$ cat src/gda_pkg.sv
// Shared types and constants for the Gregorian date-plus-days unit.
// No dependencies.
`default_nettype none

package gda_pkg;

    localparam int ADD_BITS_DEF = 15;
    localparam int YEAR_IN_W    = 14;
    localparam int YEAR_W       = 15;
    localparam int MONTH_W      = 4;
    localparam int DAY_W        = 5;
    localparam int STEP_W       = 3;

    localparam logic [YEAR_IN_W-1:0] CYCLE_400  = YEAR_IN_W'(400);
    localparam logic [YEAR_IN_W-1:0] CYCLE_LAST = YEAR_IN_W'(399);
    localparam logic [YEAR_IN_W-1:0] CENT_1     = YEAR_IN_W'(100);
    localparam logic [YEAR_IN_W-1:0] CENT_2     = YEAR_IN_W'(200);
    localparam logic [YEAR_IN_W-1:0] CENT_3     = YEAR_IN_W'(300);

    localparam logic [MONTH_W-1:0] MONTH_JAN = MONTH_W'(1);
    localparam logic [MONTH_W-1:0] MONTH_FEB = MONTH_W'(2);
    localparam logic [MONTH_W-1:0] MONTH_DEC = MONTH_W'(12);

    // datapath test selected by the current control word
    typedef enum logic [2:0] {
        C_IN_VALID,
        C_GE400,
        C_BAD,
        C_MONTH_LT,
        C_FITS,
        C_OUT_FREE
    } cond_t;

    // datapath operation
    typedef enum logic [3:0] {
        OP_NOP,
        OP_LOAD,
        OP_SUB400,
        OP_ECHO,
        OP_INIT,
        OP_ACC,
        OP_ADD_DAYS,
        OP_STEP,
        OP_PUT
    } op_t;

    typedef struct packed {
        cond_t             cond;
        op_t               op_hit;
        logic [STEP_W-1:0] next_hit;
        op_t               op_miss;
        logic [STEP_W-1:0] next_miss;
    } ucode_t;

    typedef struct packed {
        logic in_valid;
        logic ge400;
        logic bad;
        logic month_lt;
        logic fits;
        logic out_free;
    } gda_flags_t;

    localparam logic [STEP_W-1:0] STEP_IDLE   = STEP_W'(0);
    localparam logic [STEP_W-1:0] STEP_REDUCE = STEP_W'(1);
    localparam logic [STEP_W-1:0] STEP_CHECK  = STEP_W'(2);
    localparam logic [STEP_W-1:0] STEP_ORD    = STEP_W'(3);
    localparam logic [STEP_W-1:0] STEP_WALK   = STEP_W'(4);
    localparam logic [STEP_W-1:0] STEP_PUT    = STEP_W'(5);

    // days in month m; 0 for a month outside 1..12
    function automatic logic [DAY_W-1:0] month_length(
        input logic [MONTH_W-1:0] m,
        input logic               leap
    );
        logic [DAY_W-1:0] len;
        begin
            unique case (m)
                4'd1, 4'd3, 4'd5, 4'd7, 4'd8, 4'd10, 4'd12: len = DAY_W'(31);
                4'd4, 4'd6, 4'd9, 4'd11:                    len = DAY_W'(30);
                4'd2:    len = leap ? DAY_W'(29) : DAY_W'(28);
                default: len = '0;
            endcase
            return len;
        end
    endfunction

endpackage

`default_nettype wire

$ cat src/gda_seq.sv
// Microcode sequencer: control ROM and step counter with two-way jumps.
// Depends on gda_pkg.
`default_nettype none

module gda_seq
    import gda_pkg::*;
(
    input  wire logic              clk,
    input  wire logic              rst_n,
    input  wire gda_flags_t        flags,
    output logic [STEP_W-1:0]      step,
    output op_t                    op
);

    logic [STEP_W-1:0] step_reg;
    logic [STEP_W-1:0] step_next;
    ucode_t            uword;
    logic              hit;

    function automatic ucode_t ucode_rom(input logic [STEP_W-1:0] s);
        ucode_t w;
        begin
            unique case (s)
                STEP_IDLE:
                    w = '{C_IN_VALID, OP_LOAD, STEP_REDUCE, OP_NOP, STEP_IDLE};
                STEP_REDUCE:
                    w = '{C_GE400, OP_SUB400, STEP_REDUCE, OP_NOP, STEP_CHECK};
                STEP_CHECK:
                    w = '{C_BAD, OP_ECHO, STEP_PUT, OP_INIT, STEP_ORD};
                STEP_ORD:
                    w = '{C_MONTH_LT, OP_ACC, STEP_ORD, OP_ADD_DAYS, STEP_WALK};
                STEP_WALK:
                    w = '{C_FITS, OP_NOP, STEP_PUT, OP_STEP, STEP_WALK};
                STEP_PUT:
                    w = '{C_OUT_FREE, OP_PUT, STEP_IDLE, OP_NOP, STEP_PUT};
                default:
                    w = '{C_IN_VALID, OP_NOP, STEP_IDLE, OP_NOP, STEP_IDLE};
            endcase
            return w;
        end
    endfunction

    always_comb
    begin
        uword = ucode_rom(step_reg);
        unique case (uword.cond)
            C_IN_VALID: hit = flags.in_valid;
            C_GE400:    hit = flags.ge400;
            C_BAD:      hit = flags.bad;
            C_MONTH_LT: hit = flags.month_lt;
            C_FITS:     hit = flags.fits;
            C_OUT_FREE: hit = flags.out_free;
            default:    hit = 1'b0;
        endcase
        step_next = hit ? uword.next_hit : uword.next_miss;
        op        = hit ? uword.op_hit : uword.op_miss;
    end

    always_ff @(posedge clk or negedge rst_n)
    begin
        if (!rst_n)
            step_reg <= STEP_IDLE;
        else
            step_reg <= step_next;
    end

    assign step = step_reg;

endmodule

`default_nettype wire

$ cat config.mk
export PLATFORM = sky130hd
export DESIGN_NAME = gda_seq
export DESIGN_NICKNAME = d
export VERILOG_FILES = /design/src/gda_pkg.sv /design/src/gda_seq.sv
export SDC_FILE = /design/constraint.sdc
export NUM_CORES = 1
export LEC_CHECK = 0
export ABC_AREA = 1
export BUFFER_PORTS_ARGS = -buffer_cell sky130_fd_sc_hd__buf_2
export CAP_MARGIN = 20
export CORE_AREA = 5 5 42 44
export DETAILED_ROUTE_END_ITERATION = 12
export DIE_AREA = 0 0 47 49
export HOLD_SLACK_MARGIN = 0.03
export SETUP_SLACK_MARGIN = 0.2
export SLEW_MARGIN = 10
export SYNTH_ARGS = -nofsm -noshare
export SYNTH_HDL_FRONTEND = slang
export SYNTH_SLANG_ARGS = --single-unit
$ cat constraint.sdc
create_clock -name clk -period 1.9 [get_ports clk]
set_clock_uncertainty 0.2 [all_clocks]
set_input_delay 0.19 -clock clk [delete_from_list [all_inputs] [get_ports clk]]
set_output_delay 0.19 -clock clk [all_outputs]
set_load 0.05 [all_outputs]
==> run summary, run 1 <==
Grt ovf -> 0
CP Capture Type -> primary output
Critical Path Sink -> op[0]
Multi-input logic area -> 289 µm²
Max Fclk -> 0.531 GHz
R2R Setup Slk -> 120 ps
Syn Nets -> 64
Die area -> 2300 µm²
Reg-to-Reg End -> step[0]
Final net count -> 96
Crit path kind -> reg2out
Most common cell after layout, fill and taps aside -> nand2_1
CP startpoint kind -> flop
Setup WS pre-CTS -> 138 ps
Relative slew slack -> 0.829
Fin. Hold Viols -> 0
Layout cell share with drive strength beyond 1 -> 0.598
Max FO, Critical Path -> 8
Top Ports -> 15
Status -> finished clean
GRT Total Usage -> 0.0965
Die Y -> 49 µm
Endpoints failing setup -> 0
Cell accounting for the most synthesized area -> nand2_1
Largest net degree at the start of global routing -> 9
Routability cong. -> 0.812
Std-Cell Rows -> 14
Worst-Skew Late Latency -> 230 ps
Fin area -> 651 µm²
Final Cycle Share -> 0.992
Initial antenna violation count -> 0
Crit path required time -> 1510 ps
Maximum clock path buffer count -> 2
Syn-to-layout area delta -> 97.0%
Number of global-route vias before repair -> 446
Avg WL per Cell -> 10.4 µm
Cell count after synthesis -> 56
Synth Flop Type -> dfrtp_1
Min-Delay Path Class -> in2async
Total of warnings raised by yosys -> 0
Hold Slack -> 86.9 ps
Mean Syn Cell Area -> 5.90 µm²
Most frequent cells in the layout -> nand2_1, buf_4, buf_2
Reg2Reg Launch Point -> step[0]
Largest cells by area after synthesis -> nand2_1, dfrtp_1, nand3_1, inv_1, nand4_1
Synth cell types -> 13
Max-cap violations -> 0
DRC Markers -> 0
Buffers added on ports -> 14
Clock-pin slew on the worst setup and hold paths -> 40 ps
Largest vdd supply drop -> 980 µV
Clock buffers created by TritonCTS -> 3
FFs w/ async S/R, synth -> 1.00
Crit path DAT -> 1490 ps
Antenna cells -> 0
# H-tree levels -> 1
Fill count -> 149
Final setup TNS -> 0 ps
Detail Placement HPWL -> 683 µm
Sequential area share after synthesis -> 0.227
R2R cell count -> 10
Final Util -> 0.464
Routed vias -> 476
Root Buffer -> clkbuf_4
Iteration-0 DRC Markers -> 5
Die W -> 47 µm
Wirelength, routed -> 1070 µm
Max-slew violation count -> 0
Placed Area -> 454 µm²
Vias per inst -> 4.62
Reg area -> 78.8 µm²
Total Power -> 1.46 mW
Core Area -> 1400 µm²
RSZ-0062 raised after global routing -> true
First-pass GRT wire length -> 1720 µm
Antenna Nets Post-Route -> 0
Crit. Startpoint -> step[0]
Final Non-Filler Cells -> 103
Starting Density -> 0.236
Final Worst Setup Slack -> 15.4 ps
Power Density -> 2240 nW/µm²
Area share of the largest cell type after synthesis -> 0.239
Post-Syn Area -> 330 µm²
CTS tree -> built
Post-synth EDFFs -> 0
CTS Sinks -> 3
Detailed-router iteration count before antenna repair -> 4
Tightest Pin Transition -> 258 ps
Minimum clock period -> 1880 ps
Yosys reg bits -> 3
Placed insts -> 87
LEAKAGE -> 0.364 nW
Max reg flops -> 3
## cells in the mapped netlist (2+ instances only)
| cell | instances |
|---|---|
| inv_2 | 2 |
| nand2_2 | 2 |
| inv_1 | 5 |
| o21ai_0 | 3 |
| nand4_1 | 3 |
| dfrtp_1 | 3 |
| nor2_1 | 3 |
| nand2_1 | 21 |
| nand3_1 | 9 |
| nor2_2 | 2 |
## metal layers
layer | track usage | wire (µm)
met1 | 0.128 | 483
met2 | 0.152 | 557
met3 | 0 | 32
met5 | 0 | 0
met4 | 0.0553 | 0
## report_power, final
part / internal (mW) / leakage (nW) / switching (mW)
sequential: 0.0984 / 0.0343 / 0.0743
clock: 0.0785 / 0.0150 / 0.0296
combinational: 0.494 / 0.315 / 0.681
## cells by family after synthesis
logic type             synth area share
DFF                               0.227
buffers and inverters             0.102
and+or+nand+nor                   0.576
AOI/OAI and AO/OA                0.0947
## worst min path at each step
stage / startpoint / end / slack, ps / cells after the start
6_report: rst_n / step[0] / 90 / 2
5_1_grt: rst_n / step[2] / 90 / 2
4_1_cts: rst_n / step[0] / 80 / 2
3_5_place_dp: rst_n / step[2] / -210 / 1
3_3_place_gp: rst_n / step[2] / -210 / 1
2_1_floorplan: rst_n / step[0] / -310 / 0
## worst max-delay path, stage by stage, from the launching register on
cell and delay, ps:
dfrtp_2 490, inv_2 60, nand4_1 90, nand2_1 100
nor2_4 170, nand2_2 80, nand2_2 80, nand2_4 50
buf_8 140
## layout make-up
type,instances,share of cell area
well taps,16,0.0308
flip-flops and latches,3,0.121
repair buffers,28,0.319
clock buffers,4,0.0404
multi-input cells,45,0.444
inverters,7,0.0442
## repair_timing
item,in CTS,in global routing
gates cloned,0,0
endpoints found under the hold margin,3,0
setup endpoints to repair,3,5
setup buffers,10,1
resized for setup,16,5
hold buffers,1,0
pin swaps,7,6
Note: power is estimated with default switching activity, not from simulation.
==> run 2, diff against run 1 <==
==> constraint.sdc (replaced) <==
create_clock -name clk -period 1.65 [get_ports clk]
set_clock_uncertainty 0.2 [all_clocks]
set_input_delay 0.165 -clock clk [delete_from_list [all_inputs] [get_ports clk]]
set_output_delay 0.165 -clock clk [all_outputs]
set_load 0.05 [all_outputs]
==> run summary, run 2 (synthesis results as in run 1) <==
Fin. Hold Viols -> 0
Layout cell share with drive strength beyond 1 -> 0.670
CP peak stage delay -> 440 ps
Largest vdd supply drop -> 1470 µV
Final net count -> 103
Most frequent cells in the layout -> buf_4, nand2_1, nand2_2, buf_2, buf_6
Endpoints failing setup -> 6
Placed insts -> 97
Worst-path cell chain -> inv_2 -> nand4_1 -> nand2_2 -> nor2_4 -> nand2_2 -> nand2_2 -> nand2_4 -> buf_6
Vias per inst -> 4.93
Initial antenna violation count -> 0
Status -> finished with violations
Number of global-route vias before repair -> 532
Met1 Resource Use GR -> 0.163
Final Non-Filler Cells -> 110
Die Y -> 49 µm
Crit-path slowest cell -> dfrtp_2
Clock buffers created by TritonCTS -> 3
RSZ-0062 raised after global routing -> true
Power Density -> 2590 nW/µm²
Max Fclk -> 0.518 GHz
Top delay family on crit path -> simple AND/OR/NAND/NOR gates
Minimum clock period -> 1930 ps
Detail Placement HPWL -> 831 µm
Crit path required time -> 1280 ps
Total Power -> 1.89 mW
Final setup TNS -> -1230 ps
Top Ports -> 15
Die area -> 2300 µm²
Antenna cells -> 0
Routed vias -> 542
Grt ovf -> 0
Tightest Pin Transition -> 243 ps
Core Area -> 1400 µm²
# H-tree levels -> 1
Sequential share of power -> 0.102
Detailed-router iteration count before antenna repair -> 5
Root Buffer -> clkbuf_4
Syn-to-layout area delta -> 121%
Std-Cell Rows -> 14
CTS tree -> built
Worst Path Buf+Inv -> 2
Max-slew violation count -> 0
Die W -> 47 µm
Min-Delay Path Class -> in2reg
Crit path kind -> reg2out
Routing usage on met3 -> 0.0406
Setup WS pre-CTS -> -58.2 ps
Iteration-0 DRC Markers -> 30
Placed Area -> 532 µm²
Net switching share of the total power -> 0.522
CP dominant cell by count -> nand2_2
Wirelength, routed -> 1530 µm
Relative slew slack -> 0.836
Clk pwr share -> 0.071
Fin area -> 731 µm²
GRT busiest layer -> met2
Net Switching -> 988 µW
CP startpoint kind -> flop
Routability cong. -> 0.793
Final Worst Setup Slack -> -281 ps
Avg WL per Cell -> 13.9 µm
DRC Markers -> 0
Max-cap violations -> 0
Final Cycle Share -> 1.17
Global-route track usage on met2 -> 0.190
Maximum clock path buffer count -> 2
Clock-pin slew on the worst setup and hold paths -> 40 ps
Comb pwr share -> 0.827
Buffers added on ports -> 14
Max reg flops -> 3
CTS Sinks -> 3
Failing checks -> negative setup slack
Largest net degree at the start of global routing -> 8
First-pass GRT wire length -> 2230 µm
LEAKAGE -> 0.401 nW
Crit path DAT -> 1570 ps
GRT Total Usage -> 0.133
Most common cell after layout, fill and taps aside -> buf_4
Max FO, Critical Path -> 6
CP Capture Type -> primary output
Antenna Nets Post-Route -> 0
Starting Density -> 0.236
Pint -> 904 µW
Worst-Skew Late Latency -> 240 ps
run 2: timing repair:
item	4_1_cts	5_1_grt
resized for setup	22	12
hold endpoints to repair	3	0
setup endpoints to repair	7	10
pin swaps	4	5
hold buffers	1	0
setup buffers	7	1
run 2: path summary, 6_finish.rpt:
check                               from       to  slack (ps)  depth (start not counted)
worst max-delay path             step[1]    op[0]        -280                          8
worst min-delay path            flags[5]  step[1]          90                          4
worst max register to register   step[1]  step[0]        -260                         11
worst min register to register   step[1]  step[1]         660                          5
max in group asynchronous          rst_n  step[0]        1030                          2
min in group asynchronous          rst_n  step[2]         100                          2
run 2: final cells by class:
| cell class | count | area (µm²) |
|---|---|---|
| fill | 149 | 671 |
| timing repair buffer | 35 | 293 |
| multi-input combinational | 45 | 284 |
| sequential | 3 | 78.8 |
| inverter | 7 | 28.8 |
| clock buffer | 4 | 26.3 |
| tap | 16 | 20.0 |
run 2: worst register-to-register path, cell delays in order (launching register included):
cell and delay (ps):
dfrtp_2 440, inv_2 80, nand4_1 120, nand2_2 80, nor2_4 210, nand2_2 110
buf_6 130, buf_6 100, buf_6 100, buf_6 100, nand2_1 50, nand2_1 60
run 2: metrics by stage:
| stage | hold slack, ps | utilization |
|---|---|---|
| 6_report | 89.8 | 0.521 |
| 5_1_grt | 96.8 | 0.521 |
| 4_1_cts | 45.5 | 0.494 |
| 3_5_place_dp | -239 | 0.379 |
| 3_3_place_gp | -236 | 0.379 |
| 2_1_floorplan | -331 | - |
run 2: layer usage:
metal  part of all wire  wire length (µm)
met1               0.36               552
met2               0.52               802
met3              0.080               122
met4              0.033                51
met5                  0                 0
run 2: power groups by stage:
stage	clock network [mW]	logic, mW	registers [mW]
6_report	0.134	1.57	0.193
3_3_place_gp	0	1.08	0.176
4_1_cts	0.137	1.42	0.180
3_5_place_dp	0	1.08	0.176
5_1_grt	0.148	1.66	0.199
2_1_floorplan	0	0.662	0.263
